--- config.mk ---
export PLATFORM = sky130hd
export DESIGN_NAME = scaled_integer_square_root
export DESIGN_NICKNAME = d
export VERILOG_FILES = /design/src/sisr_pkg.sv /design/src/sisr_seq.sv /design/src/sisr_dp.sv /design/src/scaled_integer_square_root.sv
export SDC_FILE = /design/constraint.sdc
export NUM_CORES = 1
export LEC_CHECK = 0
export BUFFER_PORTS_ARGS = -buffer_cell sky130_fd_sc_hd__clkbuf_2
export CORE_ASPECT_RATIO = 1.1
export CORE_MARGIN = 2
export CORE_UTILIZATION = 35
export CTS_BUF_LIST = sky130_fd_sc_hd__clkbuf_2 sky130_fd_sc_hd__clkbuf_4 sky130_fd_sc_hd__clkbuf_8
export CTS_CLUSTER_SIZE = 14
export DETAILED_ROUTE_END_ITERATION = 8
export PLACE_DENSITY = 0.58
export SYNTH_ARGS = -nofsm -noshare
export SYNTH_HDL_FRONTEND = slang
export SYNTH_SLANG_ARGS = --single-unit
--- constraint.sdc ---
create_clock -name i_clk -period 6.9 [get_ports i_clk]
set_input_delay 0.345 -clock i_clk [delete_from_list [all_inputs] [get_ports i_clk]]
set_output_delay 0.345 -clock i_clk [all_outputs]
set_load 0.01 [all_outputs]
--- src/sisr_pkg.sv ---
`timescale 1ns / 1ps
// ----------------------------------------------------------------------------
// sisr_pkg
// shared types and constants of the scaled integer square root block
// ----------------------------------------------------------------------------
package sisr_pkg;

    localparam int WORD_W     = 32;
    localparam int EXP_W      = 6;
    localparam int ROOT_W     = 31;
    localparam int DIGIT_W    = 16;
    localparam int NORM_STEPS = 5;
    localparam int NSTEP_W    = 3;

    localparam logic signed [EXP_W-1:0] EXP_LOW    = -6'sd31;
    localparam logic signed [EXP_W-1:0] EXP_RAWMIN = -6'sd32;
    localparam logic [ROOT_W-1:0]       ROOT_MAX   = {ROOT_W{1'b1}};

    typedef enum logic [4:0] {
        S_IDLE = 5'b00001,
        S_NORM = 5'b00010,
        S_ODD  = 5'b00100,
        S_ROOT = 5'b01000,
        S_DONE = 5'b10000
    } t_state;

    typedef struct packed {
        logic               load;
        logic               norm;
        logic               odd;
        logic               root;
        logic               fin;
        logic [NSTEP_W-1:0] nstep;
    } t_ctrl;

endpackage

--- src/sisr_seq.sv ---
`timescale 1ns / 1ps
// ----------------------------------------------------------------------------
// sisr_seq
// sequencer: normalisation steps, odd fix, digit trials and final shift
// ----------------------------------------------------------------------------
module sisr_seq
    import sisr_pkg::*;
#(
    parameter int ROOT_BITS = 16,
    parameter int CW        = $clog2(ROOT_BITS)
) (
    input  logic          i_clk,
    input  logic          i_rst_n,
    input  logic          i_start,
    input  logic          i_out_free,
    output logic          o_busy,
    output t_ctrl         o_ctrl,
    output logic [CW-1:0] o_bit
);

    t_state             r_state, n_state;
    logic [NSTEP_W-1:0] r_nstep, n_nstep;
    logic [CW-1:0]      r_bit, n_bit;

    always_comb begin
        n_state = r_state;
        n_nstep = r_nstep;
        n_bit   = r_bit;
        case (r_state)
            S_IDLE: begin
                if (i_start) begin
                    n_state = S_NORM;
                    n_nstep = '0;
                end
            end
            S_NORM: begin
                if (r_nstep == NSTEP_W'(NORM_STEPS - 1)) begin
                    n_state = S_ODD;
                end else begin
                    n_nstep = r_nstep + 1'b1;
                end
            end
            S_ODD: begin
                n_state = S_ROOT;
                n_bit   = CW'(ROOT_BITS - 1);
            end
            S_ROOT: begin
                if (r_bit == '0) begin
                    n_state = S_DONE;
                end else begin
                    n_bit = r_bit - 1'b1;
                end
            end
            S_DONE: begin
                if (i_out_free) begin
                    n_state = S_IDLE;
                end
            end
            default: begin
                n_state = S_IDLE;
            end
        endcase
    end

    always_ff @(posedge i_clk) begin
        if (!i_rst_n) begin
            r_state <= S_IDLE;
            r_nstep <= '0;
            r_bit   <= '0;
        end else begin
            r_state <= n_state;
            r_nstep <= n_nstep;
            r_bit   <= n_bit;
        end
    end

    assign o_busy       = (r_state != S_IDLE);
    assign o_ctrl.load  = (r_state == S_IDLE) && i_start;
    assign o_ctrl.norm  = (r_state == S_NORM);
    assign o_ctrl.odd   = (r_state == S_ODD);
    assign o_ctrl.root  = (r_state == S_ROOT);
    assign o_ctrl.fin   = (r_state == S_DONE) && i_out_free;
    assign o_ctrl.nstep = r_nstep;
    assign o_bit        = r_bit;

endmodule

--- src/sisr_dp.sv ---
`timescale 1ns / 1ps
// ----------------------------------------------------------------------------
// sisr_dp
// shared datapath: normalising shift, digit trial subtract and final shift
// ----------------------------------------------------------------------------
module sisr_dp
    import sisr_pkg::*;
#(
    parameter int ROOT_BITS = 16,
    parameter int CW        = $clog2(ROOT_BITS)
) (
    input  logic                    i_clk,
    input  t_ctrl                   i_ctrl,
    input  logic [CW-1:0]           i_bit,
    input  logic [WORD_W-1:0]       i_mantissa,
    input  logic signed [EXP_W-1:0] i_exponent,
    output logic [ROOT_W-1:0]       o_root
);

    logic [WORD_W-1:0]       r_m, n_m;
    logic signed [EXP_W-1:0] r_e, n_e;
    logic [4:0]              r_p, n_p;
    logic signed [6:0]       r_d, n_d;
    logic [WORD_W-1:0]       r_rem, n_rem;
    logic [DIGIT_W-1:0]      r_acc, n_acc;

    logic [4:0]              k;
    logic [WORD_W-1:0]       hi_mask;
    logic signed [7:0]       e_ext;
    logic signed [7:0]       p_next;
    logic signed [7:0]       d_raw;
    logic                    d_odd;
    logic [WORD_W-1:0]       m_fix;
    logic [5:0]              b_ext;
    logic [3:0]              b4;
    logic [WORD_W-1:0]       trial;
    logic signed [6:0]       sh;
    logic signed [6:0]       sh_neg;
    logic [WORD_W-1:0]       up;
    logic [DIGIT_W-1:0]      down;

    // normalising step of 16, 8, 4, 2 or 1 positions
    assign k       = 5'(5'd16 >> i_ctrl.nstep);
    assign hi_mask = ~(32'hFFFF_FFFF >> k);
    assign e_ext   = 8'(r_e);
    assign p_next  = $signed({3'b000, r_p}) + $signed({3'b000, k});

    // odd exponent fix
    assign d_raw = e_ext - $signed({3'b000, r_p});
    assign d_odd = d_raw[0];
    assign m_fix = d_odd ? (r_m >> 1) : r_m;

    // digit trial: (acc + 2^b)^2 - acc^2 = acc * 2^(b+1) + 2^(2b)
    assign b_ext = 6'(i_bit);
    assign b4    = b_ext[3:0];
    assign trial = ({16'b0, r_acc} << (5'(b4) + 5'd1)) | (32'd1 << {b4, 1'b0});

    // final scaling by half the remaining exponent
    assign sh     = r_d >>> 1;
    assign sh_neg = -sh;
    assign up     = {16'b0, r_acc} << sh[4:0];
    assign down   = r_acc >> sh_neg[3:0];

    always_comb begin
        n_m   = r_m;
        n_e   = r_e;
        n_p   = r_p;
        n_d   = r_d;
        n_rem = r_rem;
        n_acc = r_acc;
        if (i_ctrl.load) begin
            n_m = i_mantissa;
            n_e = (i_exponent == EXP_RAWMIN) ? EXP_LOW : i_exponent;
            n_p = '0;
        end else if (i_ctrl.norm) begin
            if (((r_m & hi_mask) == '0) && (p_next <= e_ext)) begin
                n_m = r_m << k;
                n_p = p_next[4:0];
            end
        end else if (i_ctrl.odd) begin
            n_m   = m_fix;
            n_d   = 7'(d_raw + 8'(d_odd));
            n_rem = m_fix;
            n_acc = '0;
        end else if (i_ctrl.root) begin
            if ((b_ext[5:4] == 2'b00) && (trial <= r_rem)) begin
                n_rem = r_rem - trial;
                n_acc = r_acc | (DIGIT_W'(1) << b4);
            end
        end
    end

    always_ff @(posedge i_clk) begin
        r_m   <= n_m;
        r_e   <= n_e;
        r_p   <= n_p;
        r_d   <= n_d;
        r_rem <= n_rem;
        r_acc <= n_acc;
    end

    always_comb begin
        if (!r_d[6]) begin
            o_root = up[31] ? ROOT_MAX : up[ROOT_W-1:0];
        end else begin
            o_root = ROOT_W'(down);
        end
    end

endmodule

--- src/scaled_integer_square_root.sv ---
`timescale 1ns / 1ps
// ----------------------------------------------------------------------------
// scaled_integer_square_root
// approximate floor square root of mantissa times two to the exponent
// ----------------------------------------------------------------------------
// input channel: i_valid, o_stall, i_mantissa, i_exponent; a transfer takes
// place when i_valid is high and o_stall low. output channel: o_valid,
// i_stall, o_root; a transfer takes place when o_valid is high and i_stall
// low. the exponent pattern -32 is treated as -31.
// one item goes through five normalising shift steps, one odd-exponent fix,
// ROOT_BITS digit trials on a shared subtract-compare unit and one final
// shift into the output register. the block takes one item at a time and
// takes a new input only once the sequencer is back in idle.
// o_stall is high while an item is being worked on.
// a held result does not stop a new input transfer; the finished root waits
// in the last step until the output register is free.
// reset (synchronous, active low) returns the sequencer to idle and drops
// o_valid.
// ----------------------------------------------------------------------------
module scaled_integer_square_root
    import sisr_pkg::*;
#(
    parameter int ROOT_BITS = 16
) (
    input  logic                    i_clk,
    input  logic                    i_rst_n,
    input  logic                    i_valid,
    output logic                    o_stall,
    input  logic [WORD_W-1:0]       i_mantissa,
    input  logic signed [EXP_W-1:0] i_exponent,
    output logic                    o_valid,
    input  logic                    i_stall,
    output logic [ROOT_W-1:0]       o_root
);

    localparam int CW = $clog2(ROOT_BITS);

    t_ctrl              ctrl;
    logic [CW-1:0]      bit_idx;
    logic               busy;
    logic               start;
    logic               out_free;
    logic [ROOT_W-1:0]  root_val;
    logic               r_out_valid, n_out_valid;
    logic [ROOT_W-1:0]  r_root, n_root;

    assign start    = i_valid && !busy;
    assign out_free = !r_out_valid || !i_stall;

    sisr_seq #(
        .ROOT_BITS (ROOT_BITS),
        .CW        (CW)
    ) u_seq (
        .i_clk      (i_clk),
        .i_rst_n    (i_rst_n),
        .i_start    (start),
        .i_out_free (out_free),
        .o_busy     (busy),
        .o_ctrl     (ctrl),
        .o_bit      (bit_idx)
    );

    sisr_dp #(
        .ROOT_BITS (ROOT_BITS),
        .CW        (CW)
    ) u_dp (
        .i_clk      (i_clk),
        .i_ctrl     (ctrl),
        .i_bit      (bit_idx),
        .i_mantissa (i_mantissa),
        .i_exponent (i_exponent),
        .o_root     (root_val)
    );

    always_comb begin
        n_out_valid = r_out_valid;
        n_root      = r_root;
        if (ctrl.fin) begin
            n_out_valid = 1'b1;
            n_root      = root_val;
        end else if (r_out_valid && !i_stall) begin
            n_out_valid = 1'b0;
        end
    end

    always_ff @(posedge i_clk) begin
        if (!i_rst_n) begin
            r_out_valid <= 1'b0;
        end else begin
            r_out_valid <= n_out_valid;
        end
    end

    always_ff @(posedge i_clk) begin
        r_root <= n_root;
    end

    assign o_stall = busy;
    assign o_valid = r_out_valid;
    assign o_root  = r_root;

`ifndef SYNTHESIS
    a_busy_after_start: assert property (@(posedge i_clk) disable iff (!i_rst_n)
        start |=> o_stall)
        else $error("sequencer not busy after input transfer");

    a_fin_only_when_free: assert property (@(posedge i_clk) disable iff (!i_rst_n)
        ctrl.fin |-> (!r_out_valid || !i_stall))
        else $error("result overwrites a held output");

    a_one_step: assert property (@(posedge i_clk) disable iff (!i_rst_n)
        $onehot0({ctrl.load, ctrl.norm, ctrl.odd, ctrl.root, ctrl.fin}))
        else $error("more than one datapath step at once");

    a_valid_from_fin: assert property (@(posedge i_clk) disable iff (!i_rst_n)
        $rose(o_valid) |-> $past(ctrl.fin))
        else $error("output valid without a finished item");
`endif

endmodule

---- After elaboration in Yosys (flattened, before gate mapping) ----
Index checks and enable logic that the tools add are counted.
Widths: inputs -> output; s select.
word-level totals
  register bits after elaboration ......... 142
  input bits .............................. 42
operators by class
  add/subtract/negate cells ............... 8
  $lt $le $gt $ge ......................... 2
  equal/unequal tests ..................... 15
  shift-type cells ........................ 8
  muxes and demuxes ....................... 24
  bitwise gates (word level) .............. 6
  reduce and logical (&&, ||, !) cells .... 23
operator list
  kind                   count
  $mux 32                8
  $shl 16x5->32          2
  $mux 16                3
  $and 32x32->32         1
  $le 32x32->1           1
  $logic_not 32->1       1
  $not 32->32            1
  $or 32x32->32          1
  $shl 1x5->32 const A   1
  $shl 32x5->32          1
  $shr 32x5->32 const A  1
  $sub 32x32->32         1
  $mux 31                1
  $pmux 5 s5             1
  $mux 5                 4
  $or 16x16->16          1
  $shl 1x4->16 const A   1
  $shr 16x4->16          1
  $ne 2x1->1 const B     4
  $pmux 4 s2             1
  $reduce_and 4->1       2
  $reduce_bool 2->1      4
  $add 7x1->7            1
  $le 7x6->1             1
  other kinds (29)       42

---- Logic depth before layout (Yosys ltp) ----
Gate-level depths: netlist (run 1).
  word-level depth ........................ 9
  depth in mapped cells ................... 21

---- Cells and area by module ----
Synthesis (run 1) repeated with hierarchy kept, for this count alone.
unflattened totals
  cell total of the unflattened synthesis .. 1587
  area, all modules ....................... 13153.9 µm²
by module, submodules not included
  module                      times used  cells an instance  area each (µm²)  seq. area each (µm²)
  sisr_dp                     1           1477               11517.3          2862.7
  scaled_integer_square_root  1           36                 972.2            950.9
  sisr_seq                    1           74                 664.4            240.2

---- Worst setup path before layout (run 1) ----
Ideal clock, no wire load.
  path type ............................... register to register
  start point ............................. reg u_seq.r_bit[0], in the netlist u_seq.o_bit[0]
  end point ............................... reg u_dp.r_acc[0] (enable)
  library setup time ...................... 0.404 ns
  data arrival time ....................... 5.166 ns
  setup slack ............................. 1.330 ns
  stages on the path, launching flop included .. 20
  clock period less this slack ............ 5.570 ns
  cell sequence ........................... dfxtp_1 > buf_2 > buf_1 > inv_1 > ha_1 > buf_2 > buf_2 > mux4_2 > mux2_2 > mux2i_1 > o22a_1 > ha_1 > clkbuf_1 > nand4_1 > nor3_1 > inv_1 > a31oi_1 > o21ai_0 > a21oi_1 > a211o_1
on the way
  word-level cells in the longest chain between the ends .. 6
RTL lines
  what                             line            RTL
  start: declaration               sisr_seq.sv:23  logic [CW-1:0] r_bit, n_bit;
  start signal: assignment         sisr_seq.sv:73  r_bit <= n_bit;
  $add 4x1->5                      sisr_dp.sv:56   assign trial = ({16'b0, r_acc} << (5'(b4) + 5'd1)) | (32'd1 << {b4, 1'b0});
  $shl 16x5->32                    sisr_dp.sv:56
  $or 32x32->32 (*)                sisr_dp.sv:56
  $le 32x32->1 (*)                 sisr_dp.sv:86   if ((b_ext[5:4] == 2'b00) && (trial <= r_rem)) begin
  $reduce_bool 2->1 (no line) (*)  --
  $reduce_and 4->1 (no line) (*)   --
  end signal: assignment           sisr_dp.sv:99   r_acc <= n_acc;
  end: declaration                 sisr_dp.sv:25   logic [DIGIT_W-1:0] r_acc, n_acc;
Every way passes the cells marked *; elsewhere a longest branch is shown, timed or not.
A chain may end at the register's enable or synchronous reset.

---- Worst setup path in the final report (run 1) ----
  start point ............................. reg u_seq.r_bit[0], in the netlist u_seq.o_bit[0]
  end point ............................... reg u_dp.r_acc[1] (enable)
Same word-level chain as after synthesis.

==> reports/qor.yml, run 1 <==
status: "completed"
synth_area_leaders: "edfxtp_1 (27%), mux2i_1 (9.2%), a21oi_1 (6.3%)"
max-slew-margin-rel_pct: 30.35
regToRegSetupSlack_ns: 0.89
arrival_ns: 6.14
via_count: 12520
worst_slew_pin_slew_ns: 1.043
path_class: "flip-flop to flip-flop"
final.setup.tns_ns: 0
fin_nets: 1667
io_buffers: 74
yosys_most_used_dff: "edfxtp_1"
dpl.cell_count: 2041
drive_above_1_share_pct: 13.92
min_path_type: "input port to flip-flop"
grt_first_pass_wirelength_mm: 69.87
r2r_end: "u_dp.r_acc[1]$_SDFFCE_PP0P_"
syn-num-nets: 1687
fmax_mhz: 166.4
cts_max_level: 4
postCtsResizedCells: 0
drt_first_pass_iters: 5
post_cts_buffers: 0
numCtsBuffers: 17
reg2reg_from: "u_seq.o_bit[0]$_SDFFE_PN0P_"
worst_r2r_path_depth: 17
synthArstFlopShare_pct: 0
yosysTopAreaCell: "edfxtp_1"
powerDensity_mw_per_mm2: 150.2
clockPowerShare_pct: 30.6
syn_inst: 1580
ctsHoldBuffers: 0
synth-edff-count: 123
seqPwrFrac_pct: 48.0
fp.dieW_um: 192.0
wl_per_cell_um: 21.58
power_mw: 2.190
end_kind: "flip-flop"
cts-root-buf: "clkbuf_8"
period_share_pct: 87.12
start_util_pct: 35.61
rows: 75
antenna_found_initial: 0
grt_pass1_vias: 11930
crit_fanout: 48
gp_congestion: 0.9598
drc: 0
fin_crit_ns: 6.011
startpoint_type: "flip-flop"
worstHoldStart: "i_exponent[5]"
grt.overflow.total: 0
ys_types: 84
dp_hpwl_mm: 32.91
clk_latency_ns: 0.51
crit_start: "u_seq.o_bit[0]$_SDFFE_PN0P_"
holdWs_ns: 0.04596
grt_max_degree: 49
finalSetupViolCount: 0
fillers: 3857
cts_tree: "yes"
design.core.area_mm2: 0.03819
power.switching_uw: 736.8
synth_area_mm2: 0.01360
numClockSinks: 141
area_growth_pct: 7.203
drtAntennaViolNets: 0
num_io_pins: 75
vdd_drop_max_mv: 0.1318
p_int_mw: 1.454
swShare_pct: 33.64
maxSlewViolCount: 0
hold_violations: 0
p_leak_nw: 5.698
seq_area_frac_synth_pct: 29.80
die_h_um: 210.8
synth_top_area_share_pct: 27.15
fin_cells: 2073
whs_path_depth: 1
crit_required_ns: 7.03
share_comb_of_total_power_pct: 21.4
dieArea_mm2: 0.04046
drt_iter0_markers: 1338
num_antenna_cells: 0
yosysWarningCount: 0
fin_skew_ns: 0.01678
hold_path_end: "u_dp.r_e[5]$_SDFFCE_PN1P_"
ys_ff_latch: 141
maxCapViolations: 0
dpl_cell_area_mm2: 0.01421
grt_usage_pct: 22.28
viasPerCell: 6.041
clock_path_buffers: 2
postLayoutCellArea_mm2: 0.01458
clk_pin_slew_worst_paths_ns: 0.09
grt_setup_unrepaired: "no"
avgSynthCellArea_um2: 8.609
wl_mm: 44.74
[cells in the final DEF, fill, tap and decap left out, types with 17 or more instances in the layout]
cell      instances
mux2i_1         125
clkbuf_2         74
dfxtp_1          18
o21ai_0          92
buf_4            23
xor2_1           21
a21oi_1         169
nor2b_1          21
xnor2_1          22
nor3_1           40
nor2_1          149
clkbuf_8         17
nand3_1          36
a31oi_1          18
mux4_2           32
o22ai_1          17
nand2_1         158
inv_1            42
ha_1             63
a211oi_1         22
edfxtp_1        123
mux2_2           27
[worst max-delay path: stages (launching register included)]
cell and delay, ns:
dfxtp_1 0.59, inv_1 0.22, ha_1 1.04, mux4_2 0.63, mux2_2 0.30, nand2_1 0.07, o21ai_1 0.11, a21oi_1 0.17
nor2_1 0.06, a21oi_1 0.14, ha_1 0.22, nand2_1 0.07, o21ai_0 0.33, nand3_1 0.16, a31oi_1 0.27, o21ai_0 0.24
a21oi_1 0.19, a211o_2 0.79
[cell families (layout without fill, tap and decap cells)]
| family | Yosys count | in the layout | share of synthesized area (%) |
|---|---|---|---|
| AO/OA/AOI/OAI | 479 | 479 | 22.91 |
| XOR/XNOR | 43 | 43 | 2.769 |
| adder cells (fa/ha/maj) | 67 | 67 | 6.237 |
| buffers and inverters | 187 | 180 | 5.593 |
| flip-flops | 141 | 141 | 29.80 |
| multiplexers | 184 | 184 | 16.73 |
| AND/OR/NAND/NOR | 479 | 479 | 15.96 |
[synthesized netlist by cell type, drive strengths merged (18+ instances only)]
library cell and n:
inv 47, a21oi 172, edfxtp 123, xor2 21, nor2b 21, mux2i 125
nor2 149, a31oi 19, nor3 40, nand2 159, nand3 36, mux2 27
dfxtp 18, xnor2 22, o21ai 96, mux4 32, clkbuf 89, buf 47
a211oi 22, ha 63
[worst max path at each step]
stage / end / slack (ns)
after CTS: u_dp.r_rem[13]$_DFFE_PP_ / 0.91
after detailed placement: u_dp.r_acc[0]$_SDFFCE_PP0P_ / 0.92
after global placement: u_dp.r_acc[0]$_SDFFCE_PP0P_ / 1.02
after floorplan: u_dp.r_acc[0]$_SDFFCE_PP0P_ / 1.33
after global routing: u_dp.r_acc[2]$_SDFFCE_PP0P_ / 0.39
final: u_dp.r_acc[1]$_SDFFCE_PP0P_ / 0.89
[layer usage]
layer	vias up	track usage, %	routed length [µm]
li1	5876	-	-
met1	6017	30.37	19460
met2	523	35.27	20810
met3	107	2.775	2696
met4	0	10.03	1774
met5	-	0	0
[sequential cells by signal, indices dropped and copies added (netlist names)]
| name | flops |
|---|---|
| u_dp.r_p | 5 |
| u_dp.r_acc | 16 |
| o_root | 31 |
| u_seq.o_bit | 4 |
| o_valid | 1 |
| u_seq.r_nstep | 3 |
| u_seq.r_state | 5 |
| u_dp.r_m | 32 |
| u_dp.r_rem | 32 |
| u_dp.r_d | 6 |
| u_dp.r_e | 6 |
[per-stage QoR]
step	util (%)	setup slack, ns
final	38.18	0.8890
after detailed placement	37.20	0.9188
after floorplan	-	1.330
after CTS	38.18	0.9141
after global routing	38.18	0.3890
after global placement	37.20	1.022
[area by class of cell]
cell class | instances | area [µm²] | area share (%)
Multi-Input combinational cell | 1252 | 8792 | 60.30
Timing Repair Buffer | 97 | 543.0 | 3.724
Tap cell | 500 | 625.6 | 4.290
Sequential cell | 141 | 4054 | 27.80
Clock buffer | 18 | 241.5 | 1.656
Clock inverter | 14 | 133.9 | 0.9181
Inverter | 51 | 191.4 | 1.313
[power groups by stage]
stage	Combinational (mW)	Sequential [mW]	Clock (mW)
floorplan	0.330	1.03	0
global placement	0.451	1.07	0
detailed placement	0.457	1.07	0
CTS	0.459	1.05	0.688
global route	0.508	1.06	0.718
finish	0.468	1.05	0.670
Power figures use the tool's default switching activity.
==> run 2, diff against run 1 <==
Settings changed: PLACE_DENSITY 0.58 to 0.59.
Clock period 6.9 ns to 5.1 ns, I/O delays scaled along.
==> run 2 against run 1 <==
Net effect:
- register-to-register slack lost 0.64 ns
- combinational power grew 39%
- final cell count grew 1.8%
- largest power group unchanged
- critical path depth is the same
- maximum frequency grew 24%
- setup slack lost 0.64 ns
- final area grew 2.6%
- critical endpoint is now u_dp.r_rem[17]$_DFFE_PP_
==> reports/qor.yml, run 2 (synthesized netlist as in run 1, its figures left out) <==
wl_mm: 45.29
grt_max_degree: 49
numClockSinks: 141
fillers: 3832
powerDensity_mw_per_mm2: 206.5
via_count: 12750
grt_pass1_vias: 12050
grt_usage_pct: 22.46
status: "completed"
cts_tree: "yes"
maxSlewViolCount: 0
place_ws_ns: 0.3749
clock_path_buffers: 2
crit_fanout: 17
drive_above_1_share_pct: 15.70
hold_violations: 0
num_io_pins: 75
dp_hpwl_mm: 33.47
crit_required_ns: 5.33
grt_setup_unrepaired: "no"
drtAntennaViolNets: 0
grt_first_pass_wirelength_mm: 70.20
end_kind: "flip-flop"
final.setup.tns_ns: 0
drt_iter0_markers: 1356
finalSetupViolCount: 0
multi_input_area_mm2: 0.008802
fin_ws_ns: 0.2473
vdd_drop_max_mv: 0.1485
gp_congestion: 0.9473
worst_slew_pin_slew_ns: 0.8867
antenna_found_initial: 0
cts_max_level: 4
maxCapViolations: 0
path_class: "flip-flop to flip-flop"
numCtsBuffers: 17
post_cts_buffers: 0
layout_commonest_cell: "a21oi_1"
regArea_mm2: 0.004054
io_buffers: 74
fmax_mhz: 206.1
design.core.area_mm2: 0.03819
startpoint_type: "flip-flop"
viasPerCell: 6.041
arrival_ns: 5.09
fin_skew_ns: 0.01648
max-slew-margin-rel_pct: 40.34
num_antenna_cells: 0
rows: 75
die_h_um: 210.8
fin_nets: 1705
area_growth_pct: 10.04
start_util_pct: 35.61
period_share_pct: 95.15
drt_first_pass_iters: 6
drc: 0
clk_latency_ns: 0.50
fp.dieW_um: 192.0
layout_common_cells: "a21oi_1 (169), nand2_1 (158), nor2_1 (149), mux2i_1 (125), edfxtp_1 (123)"
wl_per_cell_um: 21.46
clk_pin_slew_worst_paths_ns: 0.09
dieArea_mm2: 0.04046
min_path_type: "input port to flip-flop"
cts-root-buf: "clkbuf_8"
p_leak_nw: 5.908
grt.overflow.total: 0
fin_crit_ns: 4.853
run 2: critical path: stages (launching register included):
cell and delay [ns]:
dfxtp_1 0.43, inv_1 0.11, ha_1 0.43, buf_6 0.24, mux4_2 0.54, mux2_2 0.31
nand2_1 0.07, o21ai_1 0.10, a21oi_1 0.14, a2bb2oi_1 0.32, ha_2 0.40, a21oi_1 0.21
o21ai_2 0.14, a31o_2 0.26, a21oi_1 0.40, o21ai_0 0.18, xnor2_1 0.21, mux2i_1 0.10
run 2: path summary, 6_finish.rpt:
path,startpoint,endpoint,slack [ns],depth (start not counted)
worst min register to register,u_dp.r_p[0]$_SDFFE_PP0P_,u_dp.r_p[0]$_SDFFE_PP0P_,0.50,2
worst max-delay path,u_seq.o_bit[1]$_SDFFE_PN0P_,u_dp.r_rem[17]$_DFFE_PP_,0.25,17
worst min-delay path,i_exponent[0],u_dp.r_e[0]$_SDFFCE_PN1P_,0.02,2
worst max register to register,u_seq.o_bit[1]$_SDFFE_PN0P_,u_dp.r_rem[17]$_DFFE_PP_,0.25,17
run 2: final cells by class:
type                    count  share of cell area, %
clock inverters            14                  1.221
well taps                 500                  4.180
clock buffers              18                  1.613
repair buffers            135                  5.810
inverters                  51                  1.279
multi-input cells        1252                  58.81
flip-flops and latches    141                  27.09
run 2: metal layers:
layer	wire (µm)	vias to the layer above	global-route usage, %
met4	1677	0	9.443
met5	0	-	0
met1	19370	6124	30.21
met2	21360	557	36.23
met3	2886	97	2.957
li1	-	5974	-
run 2: per-stage QoR:
| stage | util, % | cells | hold WS (ns) | area (µm²) | total power [mW] |
|---|---|---|---|---|---|
| 4_1_cts | 39.17 | 2111 | 0.004371 | 14960 | 3.090 |
| 3_3_place_gp | 37.93 | 2074 | 0.4548 | 14490 | 2.071 |
| 3_5_place_dp | 37.93 | 2074 | 0.4535 | 14490 | 2.075 |
| 2_1_floorplan | - | 1580 | 0.3884 | 13610 | 1.843 |
| 5_1_grt | 39.19 | 2111 | 0.01994 | 14970 | 3.209 |
| 6_report | 39.19 | 2111 | 0.02487 | 14970 | 3.090 |
run 2: repair_timing:
action,4_1_cts,5_1_grt
hold buffers,5,0
endpoints found under the setup margin,0,38
resized for setup,0,2
hold endpoints to repair,5,0
run 2: power breakdown:
part | switching, mW | leakage, nW | internal [mW]
Sequential | 0.101 | 1.27 | 1.32
Clock | 0.515 | 0.206 | 0.501
Combinational | 0.395 | 4.43 | 0.254
